$ cat src/hdl/ctd_pkg.sv
// Shared types and constants for the hh:mm:ss countdown timer.
// No dependencies; every other file but ctd_if refers to it by scoped names.
package ctd_pkg;

  typedef enum logic [2:0] {
    OP_TICK   = 3'd0,
    OP_UP     = 3'd1,
    OP_DOWN   = 3'd2,
    OP_SELECT = 3'd3,
    OP_BACK   = 3'd4
  } op_e;

  typedef enum logic [1:0] {
    PH_EDIT  = 2'd0,
    PH_RUN   = 2'd1,
    PH_PAUSE = 2'd2,
    PH_DONE  = 2'd3
  } phase_e;

  localparam int unsigned MS_W      = 29;
  localparam logic [2:0]  LAST_POS  = 3'd5;
  localparam logic [2:0]  POS_MIN_TENS = 3'd2;
  localparam logic [2:0]  POS_SEC_TENS = 3'd4;
  localparam logic [15:0] BLINK_RESET  = 16'd500;

  // digits[0] is hours tens, digits[5] is seconds ones
  typedef logic [3:0]            digit_t;
  typedef digit_t [5:0]          digits_t;

  typedef struct packed {
    phase_e     phase;
    logic       use_digits;
    digits_t    digits;
    logic       blank_on;
    logic [2:0] blank_pos;
    logic       alarm_start;
    logic       alarm_stop;
  } tag_t;

  typedef struct packed {
    tag_t            tag;
    logic [MS_W-1:0] left_ms;
  } ctrl_out_t;

endpackage

$ cat src/hdl/ctd_if.sv
// Handshake channels of the countdown timer: input events and display results.
// Depends on nothing.
interface ctd_in_if;
  logic        valid;
  logic        ready;
  logic [2:0]  op;
  logic        long_press;
  logic [31:0] now_ms;

  modport source (output valid, output op, output long_press, output now_ms, input ready);
  modport sink   (input valid, input op, input long_press, input now_ms, output ready);
endinterface


$ cat src/hdl/ctd_ctrl.sv
// Timer control: input register, phase/edit/blink state update, result stage.
// Depends on ctd_pkg and ctd_in_if.
module ctd_ctrl (
  input  logic                clk_i,
  input  logic                rst_ni,
  ctd_in_if.sink              in_i,
  input  logic [15:0]         blink_interval_i,
  output ctd_pkg::ctrl_out_t  res_o,
  output logic                res_valid_o,
  input  logic                res_ready_i
);

  // input register
  logic        s0_v_q;
  logic [2:0]  s0_op_q;
  logic        s0_lp_q;
  logic [31:0] s0_now_q;

  // timer state
  ctd_pkg::phase_e              phase_q, phase_d;
  ctd_pkg::digits_t             digits_q, digits_d;
  logic [ctd_pkg::MS_W-1:0]     cfg_ms_q, cfg_ms_d;
  logic [ctd_pkg::MS_W-1:0]     rem_q, rem_d;
  logic [31:0]                  run_start_q, run_start_d;
  logic [2:0]                   step_q, step_d;
  logic                         blink_q, blink_d;
  logic [31:0]                  last_blink_q, last_blink_d;

  logic                         s1_v_q;
  ctd_pkg::ctrl_out_t           s1_q, s1_d;
  logic                         s1_rdy, step_en;

  logic [31:0]                  elapsed, since_blink;
  logic [ctd_pkg::MS_W-1:0]     left_cur, edit_ms, weight_ms;
  logic [2:0]                   pos;
  logic [3:0]                   lim_m1, old_d, new_d;
  logic [4:0]                   delta;
  logic                         run_moved, a_start, a_stop;
  ctd_pkg::op_e                 op;

  function automatic logic [ctd_pkg::MS_W-1:0] digit_weight(input logic [2:0] p);
    logic [ctd_pkg::MS_W-1:0] w;
    case (p)
      3'd0:    w = 29'd36000000;
      3'd1:    w = 29'd3600000;
      3'd2:    w = 29'd600000;
      3'd3:    w = 29'd60000;
      3'd4:    w = 29'd10000;
      default: w = 29'd1000;
    endcase
    return w;
  endfunction

  assign s1_rdy     = !s1_v_q || res_ready_i;
  assign step_en    = s0_v_q && s1_rdy;
  assign in_i.ready = !s0_v_q || s1_rdy;

  always_ff @(posedge clk_i or negedge rst_ni) begin
    if (!rst_ni) begin
      s0_v_q <= 1'b0;
    end else if (in_i.ready) begin
      s0_v_q <= in_i.valid;
    end
  end

  always_ff @(posedge clk_i) begin
    if (in_i.valid && in_i.ready) begin
      s0_op_q  <= in_i.op;
      s0_lp_q  <= in_i.long_press;
      s0_now_q <= in_i.now_ms;
    end
  end

  assign op          = ctd_pkg::op_e'(s0_op_q);
  assign elapsed     = s0_now_q - run_start_q;
  assign since_blink = s0_now_q - last_blink_q;
  assign left_cur    = (phase_q != ctd_pkg::PH_RUN) ? rem_q :
                       (elapsed >= {3'b000, rem_q}) ? '0 : rem_q - elapsed[ctd_pkg::MS_W-1:0];

  // digit edit; the set time in ms follows the digit change by its weight
  assign pos       = (step_q > ctd_pkg::LAST_POS) ? ctd_pkg::LAST_POS : step_q;
  assign lim_m1    = (pos == ctd_pkg::POS_MIN_TENS || pos == ctd_pkg::POS_SEC_TENS) ?
                     4'd5 : 4'd9;
  assign old_d     = digits_q[pos];
  assign new_d     = (op == ctd_pkg::OP_UP) ? ((old_d >= lim_m1) ? 4'd0 : old_d + 4'd1) :
                                              ((old_d == 4'd0) ? lim_m1 : old_d - 4'd1);
  assign delta     = {1'b0, new_d} - {1'b0, old_d};
  assign weight_ms = digit_weight(pos);
  assign edit_ms   = cfg_ms_q + {{(ctd_pkg::MS_W-5){delta[4]}}, delta} * weight_ms;

  always_comb begin
    phase_d      = phase_q;
    digits_d     = digits_q;
    cfg_ms_d     = cfg_ms_q;
    rem_d        = rem_q;
    run_start_d  = run_start_q;
    step_d       = step_q;
    blink_d      = blink_q;
    last_blink_d = last_blink_q;
    run_moved    = 1'b0;
    a_start      = 1'b0;
    a_stop       = 1'b0;
    case (op) inside
      ctd_pkg::OP_TICK: begin
        if (phase_q == ctd_pkg::PH_RUN && left_cur == '0) begin
          phase_d = ctd_pkg::PH_DONE;
          rem_d   = '0;
          a_start = 1'b1;
        end
        if (phase_q == ctd_pkg::PH_EDIT && since_blink >= {16'h0000, blink_interval_i}) begin
          last_blink_d = s0_now_q;
          blink_d      = !blink_q;
        end
      end
      ctd_pkg::OP_UP, ctd_pkg::OP_DOWN, ctd_pkg::OP_SELECT, ctd_pkg::OP_BACK: begin
        if (!(s0_lp_q && op == ctd_pkg::OP_SELECT)) begin
          if (phase_q == ctd_pkg::PH_EDIT) begin
            if (op == ctd_pkg::OP_UP || op == ctd_pkg::OP_DOWN) begin
              digits_d[pos] = new_d;
              cfg_ms_d      = edit_ms;
              blink_d       = 1'b0;
              last_blink_d  = s0_now_q;
            end else if (op == ctd_pkg::OP_SELECT) begin
              if (step_q < ctd_pkg::LAST_POS) begin
                step_d       = step_q + 3'd1;
                blink_d      = 1'b0;
                last_blink_d = s0_now_q;
              end else if (cfg_ms_q != '0) begin
                rem_d       = cfg_ms_q;
                run_start_d = s0_now_q;
                phase_d     = ctd_pkg::PH_RUN;
                blink_d     = 1'b0;
                run_moved   = 1'b1;
              end
            end
          end else if (phase_q == ctd_pkg::PH_RUN && op == ctd_pkg::OP_SELECT) begin
            rem_d   = left_cur;
            phase_d = ctd_pkg::PH_PAUSE;
          end else if (phase_q == ctd_pkg::PH_PAUSE && op == ctd_pkg::OP_SELECT) begin
            run_start_d = s0_now_q;
            phase_d     = ctd_pkg::PH_RUN;
            run_moved   = 1'b1;
          end else if ((phase_q == ctd_pkg::PH_DONE && op == ctd_pkg::OP_SELECT) ||
                       op == ctd_pkg::OP_BACK) begin
            phase_d      = ctd_pkg::PH_EDIT;
            rem_d        = cfg_ms_q;
            step_d       = 3'd0;
            blink_d      = 1'b0;
            last_blink_d = s0_now_q;
            a_stop       = 1'b1;
          end
        end
      end
      default: begin
      end
    endcase
  end

  always_comb begin
    s1_d.tag.phase       = phase_d;
    s1_d.tag.use_digits  = (phase_d == ctd_pkg::PH_EDIT);
    s1_d.tag.digits      = digits_d;
    s1_d.tag.blank_on    = (phase_d == ctd_pkg::PH_EDIT) && blink_d;
    s1_d.tag.blank_pos   = step_d;
    s1_d.tag.alarm_start = a_start;
    s1_d.tag.alarm_stop  = a_stop;
    // after a start or resume the elapsed time is zero
    s1_d.left_ms         = (phase_d == ctd_pkg::PH_RUN && !run_moved) ? left_cur : rem_d;
  end

  always_ff @(posedge clk_i or negedge rst_ni) begin
    if (!rst_ni) begin
      phase_q      <= ctd_pkg::PH_EDIT;
      digits_q     <= '0;
      cfg_ms_q     <= '0;
      rem_q        <= '0;
      run_start_q  <= '0;
      step_q       <= '0;
      blink_q      <= 1'b0;
      last_blink_q <= '0;
      s1_v_q       <= 1'b0;
    end else begin
      if (step_en) begin
        phase_q      <= phase_d;
        digits_q     <= digits_d;
        cfg_ms_q     <= cfg_ms_d;
        rem_q        <= rem_d;
        run_start_q  <= run_start_d;
        step_q       <= step_d;
        blink_q      <= blink_d;
        last_blink_q <= last_blink_d;
      end
      if (s1_rdy) begin
        s1_v_q <= s0_v_q;
      end
    end
  end

  always_ff @(posedge clk_i) begin
    if (step_en) begin
      s1_q <= s1_d;
    end
  end

  assign res_o       = s1_q;
  assign res_valid_o = s1_v_q;

endmodule

$ cat src/flat_wrapper.sv
// flat-port wrapper written by rule: the top's interface ports become plain ports
module ctd_ctrl_flat 
  (clk_i, rst_ni, blink_interval_i, res_o, res_valid_o, res_ready_i, in_i_valid, in_i_op, in_i_long_press, in_i_now_ms, in_i_ready);
  ctd_in_if in_i_i ();
  input  logic clk_i;
  input  logic rst_ni;
  input  logic [15:0] blink_interval_i;
  output ctd_pkg::ctrl_out_t res_o;
  output logic res_valid_o;
  input  logic res_ready_i;
  input wire logic [$bits(in_i_i.valid)-1:0] in_i_valid;
  input wire logic [$bits(in_i_i.op)-1:0] in_i_op;
  input wire logic [$bits(in_i_i.long_press)-1:0] in_i_long_press;
  input wire logic [$bits(in_i_i.now_ms)-1:0] in_i_now_ms;
  output wire logic [$bits(in_i_i.ready)-1:0] in_i_ready;
  assign in_i_i.valid = in_i_valid;
  assign in_i_i.op = in_i_op;
  assign in_i_i.long_press = in_i_long_press;
  assign in_i_i.now_ms = in_i_now_ms;
  assign in_i_ready = in_i_i.ready;
  ctd_ctrl u_core (.clk_i(clk_i), .rst_ni(rst_ni), .in_i(in_i_i), .blink_interval_i(blink_interval_i), .res_o(res_o), .res_valid_o(res_valid_o), .res_ready_i(res_ready_i));
endmodule
$ cat config.mk
export PLATFORM = sky130hd
export DESIGN_NAME = ctd_ctrl_flat
export DESIGN_NICKNAME = d
export VERILOG_FILES = /design/src/hdl/ctd_pkg.sv /design/src/hdl/ctd_if.sv /design/src/hdl/ctd_ctrl.sv /design/src/flat_wrapper.sv
export SDC_FILE = /design/constraint.sdc
export NUM_CORES = 1
export LEC_CHECK = 0
export ABC_CLOCK_PERIOD_IN_PS = 10000
export BUFFER_PORTS_ARGS = -buffer_cell sky130_fd_sc_hd__buf_4
export CORE_UTILIZATION = 55
export DETAILED_ROUTE_END_ITERATION = 8
export GPL_ROUTABILITY_DRIVEN = 0
export PLACE_DENSITY = 0.73
export SYNTH_ARGS = -nofsm -noshare
export SYNTH_HDL_FRONTEND = slang
export SYNTH_SLANG_ARGS = --single-unit
$ cat constraint.sdc
create_clock -name clk_i -period 10 [get_ports clk_i]
set_clock_uncertainty 0.2 [all_clocks]
set_input_delay 1 -clock clk_i [delete_from_list [all_inputs] [get_ports clk_i]]
set_output_delay 1 -clock clk_i [all_outputs]
set_load 0.05 [all_outputs]
==> metrics.md, run 1 <==
| Metric | Value |
|---|---|
| Run status | `finished clean` |
| Kind of end point of the critical path | `flop` |
| Number of max-cap violations | `0` |
| Total overflow reported by the global router | `0` |
| Filler Cell Count | `3392` |
| Count of pins on the block boundary | `120` |
| Clock Tree Buf Depth | `3` |
| Headroom to the max-slew limit | `19.0%` |
| Final HPWL from detailed placement | `44500 um` |
| Total wirelength of the detailed-routed design | `59100 um` |
| Leading post-synthesis cells by instance count | `sky130_fd_sc_hd__inv_1, sky130_fd_sc_hd__nand2_1, sky130_fd_sc_hd__ha_1` |
| Cell row count | `73` |
| FMAX | `107 MHz` |
| Slowest cell delay on critical path | `0.62 ns` |
| Number of buffers added by the clock tree synthesis step | `30` |
| Yosys warning count | `0` |
| Final slew viol count | `0` |
| Post-synth top area share | `17.1%` |
| Total of flip-flops plus latches after synthesis | `249` |
| Data required time at the worst endpoint | `10.26 ns` |
| Synth area leader | `sky130_fd_sc_hd__dfrtp_1` |
| Chip height | `202 um` |
| DRC marker count from the first detailed-route iteration | `2150` |
| Post-synthesis instance area | `0.0221 sq mm` |
| Vias in the first global route | `18700` |
| Clock tree from TritonCTS | `done` |
| Final Hold Vio Count | `0` |
| Final critical path time including I/O delays and setup | `9.35 ns` |
| CP max stage cell | `sky130_fd_sc_hd__a31oi_1` |
| Register-to-Register Setup Slack | `0.65 ns` |
| Via count | `19200` |
| Die Width | `202 um` |
| Async S/R FF share, synth | `60.6%` |
| Main synth FF type | `sky130_fd_sc_hd__dfrtp_1` |
| Diodes inserted | `0` |
| Hold buffer count at cts | `0` |
| Number of enable flip-flop cells after synthesis | `98` |
| Worst R2R Path Depth | `36` |
| Gate count of the mapped netlist | `2477` |
| Initial antenna violation count | `1` |
| Fraction of layout instances using a drive strength above 1 | `11.5%` |
| Startpoint type of the worst setup path | `flop` |
| Clock Latency Late Sink | `0.60 ns` |
| H-tree depth | `1` |
| Setup repair after global routing missed its margin | `true` |
| Top cells by area in the synthesized netlist | `sky130_fd_sc_hd__dfrtp_1, sky130_fd_sc_hd__edfxtp_1, sky130_fd_sc_hd__ha_1, sky130_fd_sc_hd__fa_1, sky130_fd_sc_hd__inv_1` |
| Clock edge transition at the registers on the reported setup and hold paths | `0.06 ns` |
| Syn avg cell area | `8.92 sq um` |
| Root buffer selected by CTS | `sky130_fd_sc_hd__clkbuf_16` |
| Quantity of I/O buffers inserted on ports | `119` |
| Most used standard cell by instance count after synthesis | `sky130_fd_sc_hd__inv_1` |
| Final ANT Viol Nets | `0` |
| Effective utilization at floorplan | `55.7%` |
| Data arrival time of the worst path | `9.61 ns` |
| Sequential-to-total area share from yosys stat | `30.4%` |
| Area enclosed by the die boundary | `0.0410 sq mm` |
| Core ar. | `0.0396 sq mm` |
| Pin count of the biggest net entering global routing | `87` |
| Number of library cell types mapped by synthesis | `88` |
| Final setup violation count | `0` |
| R2r endpoint | `u_core.cfg_ms_q[27]` |
| Launching instance or port of the critical path | `u_core.step_q[1]` |
| Least-Margin Pin Slew | `1.21 ns` |
| Total global-route track usage | `28.8%` |
| Worst Path Max Fanout | `15` |
| Number of vias per cell after detailed routing | `6.18` |
| Clock sink count | `249` |
| Number of nets in the finished design | `2905` |
| Final routed DRC violation total | `0` |
| Wire length per cell after detailed routing | `19.0 um` |
| Syn_nets | `2822` |
| Util after Layout | `61.9%` |
| Crit share post-route | `93.5%` |
| Global-route wire length before repair | `96200 um` |
| Reg2Reg Launch Point | `u_core.step_q[1]` |
| Layout overhead on the synthesized area | `11.1%` |
| Drt pass-1 iters | `8` |
| Path type of the worst setup path | `reg2reg` |
| Worst min-delay path class | `in2async` |
==> sequential cells by signal, summed over array words and instances, names as in the netlist, 2 cells and up <==
signal / flops
u_core.s0_now_q: 32
u_core.last_blink_q: 32
u_core.step_q: 3
u_core.run_start_q: 32
u_core.cfg_ms_q: 26
u_core.phase_q: 2
u_core.digits_q: 24
u_core.rem_q: 29
u_core.op: 3
u_core.res_o: 62
==> cells by family after synthesis <==
group | synth area share, %
compound gates | 20.0
xor+xnor | 3.65
fa+ha+maj | 19.2
buf+inv | 6.69
flops | 30.4
mux | 5.26
simple gates | 14.8
==> critical path: cells and delay by family (launching register included) <==
kind	cells	cell delay, ns
xor+xnor	2	0.30
compound gates	15	3.50
simple gates	6	0.91
flops	1	0.51
buf+inv	5	0.79
fa+ha+maj	7	2.80
mux	1	0.21
==> what timing repair did <==
item / CTS / global route
buffers inserted: 0 / 0
gates resized for setup: 0 / 10
endpoints found under the setup margin: 0 / 6
==> layout by cell type, fill, tap and decap left out, drive strengths merged, types with 69 or more instances in the layout <==
master	count
inv	298
mux2	81
dfrtp	151
fa	82
nor2	183
a21oi	154
ha	207
buf	144
o21ai	184
a21o	69
nand2	227
edfxtp	98
==> worst max path at each step <==
stage | to | slack, ns | cells after the start
floorplan | u_core.cfg_ms_q[28] | 1.30 | 36
detailed placement | u_core.cfg_ms_q[28] | 0.37 | 35
finish | u_core.cfg_ms_q[27] | 0.65 | 36
global route | u_core.cfg_ms_q[27] | -0.02 | 36
CTS | u_core.cfg_ms_q[28] | 0.22 | 35
global placement | u_core.cfg_ms_q[28] | 0.87 | 35
==> metal layers <==
layer  routed length (um)  vias to the layer above  track usage (%)
li1                     -                     8984                -
met1                25900                     9187             40.4
met2                26100                      885             44.6
met3                 4890                      167             5.21
met4                 2110                        2             10.2
met5                   13                        -                0
==> area by class of cell <==
| cell class | count | area, sq um | area share (%) |
|---|---|---|---|
| Clock buffer | 32 | 778 | 3.17 |
| Clock inverter | 24 | 274 | 1.12 |
| Inverter | 290 | 1090 | 4.45 |
| Multi-Input combinational cell | 1845 | 13900 | 56.8 |
| Sequential cell | 249 | 6720 | 27.4 |
| Tap cell | 525 | 657 | 2.68 |
| Timing Repair Buffer | 144 | 1080 | 4.42 |
==> metrics by stage <==
step	setup TNS (ns)	hold WS [ns]	instances	area (sq um)	worst slack, ns
finish	0	0.229	3109	24500	0.652
global route	-0.0162	0.297	3109	24500	-0.0162
CTS	0	0.288	3109	24500	0.225
detailed placement	0	0.281	3053	23500	0.374
global placement	0	0.269	3053	23500	0.867
floorplan	0	0.256	2477	22100	1.30
Power of run 1 is not shown: default switching activity piles up to over one toggle a cycle in this logic, so the estimate is an artifact.
==> run 2, diff against run 1 <==
--- a/config.mk
+++ b/config.mk
@@ -11,6 +11,7 @@
 export DETAILED_ROUTE_END_ITERATION = 8
 export GPL_ROUTABILITY_DRIVEN = 0
 export PLACE_DENSITY = 0.73
+export RECOVER_POWER = 50
 export SYNTH_ARGS = -nofsm -noshare
 export SYNTH_HDL_FRONTEND = slang
 export SYNTH_SLANG_ARGS = --single-unit
==> metrics.md, run 2 (synthesis gave the netlist of run 1 again) <==
| Metric | Value |
|---|---|
| Launching instance or port of the critical path | `u_core.step_q[1]` |
| Count of placed standard cells in the final layout, fillers left out | `3109 (unchanged)` |
| Crit share post-route | `93.6% (+0.15 points)` |
| Register-to-Register Setup Slack | `0.64 ns (-0.02 ns)` |
| Total global-route track usage | `28.8% (unchanged)` |
| Via count | `19200 (+0.036%)` |
| Worst Path Max Fanout | `15 (unchanged)` |
| Violated checks | `max-capacitance violations, max-slew violations` |
| Hold worst-path end | `u_core.last_blink_q[5]` |
| Drt pass-1 iters | `6 (-2)` |
| Vias in the first global route | `18700 (unchanged)` |
| Quantity of I/O buffers inserted on ports | `119 (unchanged)` |
| Most common library cell in the layout ignoring fill and taps | `sky130_fd_sc_hd__inv_1` |
| R2r endpoint | `u_core.cfg_ms_q[27]` |
| Final setup violation count | `0 (unchanged)` |
| Number of vias per cell after detailed routing | `6.19 (about the same)` |
| Worst Slack Setup Final | `0.636 ns (-0.0154 ns)` |
| Met1 Resource Use GR | `40.4% (unchanged)` |
| Number of buffers added by the clock tree synthesis step | `30 (unchanged)` |
| Data required time at the worst endpoint | `10.26 ns (about the same)` |
| Core ar. | `0.0396 sq mm (unchanged)` |
| Clock edge transition at the registers on the reported setup and hold paths | `0.07 ns (about the same)` |
| Effective utilization at floorplan | `55.7% (unchanged)` |
| DRC marker count from the first detailed-route iteration | `2002 (-6.9%)` |
| Fraction of layout instances using a drive strength above 1 | `8.98% (-2.5 points)` |
| Flip-flop count of the largest register after layout | `62 (unchanged)` |
| Final critical path time including I/O delays and setup | `9.36 ns (+0.0154 ns)` |
| Kind of end point of the critical path | `flop` |
| Final ANT Viol Nets | `0 (unchanged)` |
| Clock tree from TritonCTS | `done` |
| Headroom to the max-slew limit | `-236% (-260 points)` |
| Startpoint type of the worst setup path | `flop` |
| Clock Tree Buf Depth | `3 (unchanged)` |
| Worst min-delay path class | `reg2reg` |
| Reg2Reg Launch Point | `u_core.step_q[1]` |
| Hold Path Depth | `1` |
| Commonest cells after routing, fill and taps aside | `sky130_fd_sc_hd__inv_1, sky130_fd_sc_hd__nand2_1, sky130_fd_sc_hd__ha_1, sky130_fd_sc_hd__nor2_1, sky130_fd_sc_hd__o21ai_0` |
| Global-route wire length before repair | `96200 um (unchanged)` |
| Diodes inserted | `0 (unchanged)` |
| Final Hold Vio Count | `0 (unchanged)` |
| Layout overhead on the synthesized area | `10.0%` |
| Wire length per cell after detailed routing | `19.0 um (+0.23%)` |
| Clock sink count | `249 (unchanged)` |
| Util after Layout | `61.3% (-0.62 points)` |
| H-tree depth | `1 (unchanged)` |
| Total wirelength of the detailed-routed design | `59200 um (+0.23%)` |
| Chip height | `202 um (unchanged)` |
| Grt met2 use | `44.6% (unchanged)` |
| Slowest cell delay on critical path | `0.61 ns (about the same)` |
| Cell row count | `73 (unchanged)` |
| Placed Cells incl. Taps | `3053 (unchanged)` |
| CP max stage cell | `sky130_fd_sc_hd__a31oi_1` |
| Path type of the worst setup path | `reg2reg` |
| FMAX | `107 MHz (-0.16%)` |
| Setup slack at placement | `0.374 ns (unchanged)` |
| Data arrival time of the worst path | `9.62 ns (about the same)` |
| Number of max-cap violations | `3 (+3)` |
| Total overflow reported by the global router | `0 (unchanged)` |
| Worst R2R Path Depth | `36 (unchanged)` |
| Setup repair after global routing missed its margin | `true` |
| Area enclosed by the die boundary | `0.0410 sq mm (unchanged)` |
| Final slew viol count | `191 (+191)` |
| Clock Latency Late Sink | `0.60 ns (about the same)` |
| Initial antenna violation count | `1 (unchanged)` |
| Run status | `finished, violations left` |
| Root buffer selected by CTS | `sky130_fd_sc_hd__clkbuf_16` |
| Final routed DRC violation total | `0 (unchanged)` |
| Worst hold path startpoint | `u_core.last_blink_q[5]` |
| Hold buffer count at cts | `0 (unchanged)` |
| Pin count of the biggest net entering global routing | `87 (unchanged)` |
| Final HPWL from detailed placement | `44500 um (unchanged)` |
| Layer carrying the most global-route usage | `met2` |
| Worst hold slack after final layout | `0.293 ns (+0.0639 ns)` |
| Die Width | `202 um (unchanged)` |
| Global Route met3 Usage | `5.21% (unchanged)` |
| Number of nets in the finished design | `2905 (unchanged)` |
| Least-Margin Pin Slew | `5.04 ns (+3.83 ns)` |
| Count of pins on the block boundary | `120 (unchanged)` |
run 2: cell types whose count changed in the layout (fill, tap and decap cells not counted):
cell	previous run	this run
sky130_fd_sc_hd__buf_4	143	43
sky130_fd_sc_hd__clkbuf_4	0	37
sky130_fd_sc_hd__and2_2	1	0
sky130_fd_sc_hd__clkbuf_1	0	64
sky130_fd_sc_hd__and2_0	0	1
sky130_fd_sc_hd__buf_6	1	0
run 2: area by class of cell:
type	instances	area [sq um]
well taps	525	657
multi-input cells	1845	13900
repair buffers	144	841
clock buffers	32	778
inverters	290	1090
flip-flops and latches	249	6720
fillers	3440	15300
clock inverters	24	274
run 2: worst max-delay path, delay by kind of cell (launching register included):
family                   cells  cell delay, ns
multiplexers                 1            0.21
AO/OA/AOI/OAI               15            3.47
XOR/XNOR                     2            0.34
buffers and inverters        5            0.85
adder cells (fa/ha/maj)      7            2.75
AND/OR/NAND/NOR              6            0.90
flip-flops                   1            0.51
run 2: per-layer routing:
layer,vias up,wire length (um)
met5,-,13
met4,2,2100
met3,159,5390
met2,937,26200
met1,9156,25500
li1,8978,-
run 2: timing repair:
action / in CTS / in global routing
gates resized for setup: 0 / 10
buffers inserted: 0 / 0
hold endpoints to repair: 0 / 0
setup endpoints to repair: 0 / 6
run 2: worst max path at each step:
stage | slack (ns) | to
2_1_floorplan | 1.30 | u_core.cfg_ms_q[28]
3_3_place_gp | 0.87 | u_core.cfg_ms_q[28]
3_5_place_dp | 0.37 | u_core.cfg_ms_q[28]
4_1_cts | 0.22 | u_core.cfg_ms_q[28]
5_1_grt | -0.02 | u_core.cfg_ms_q[27]
6_report | 0.64 | u_core.cfg_ms_q[27]
run 2: metrics by stage:
stage / setup TNS (ns) / cell area [sq um]
3_3_place_gp: 0 / 23500
5_1_grt: -0.0162 / 24300
6_report: 0 / 24300
2_1_floorplan: 0 / 22100
4_1_cts: 0 / 24500
3_5_place_dp: 0 / 23500
Power of run 2 is left out for the same reason.
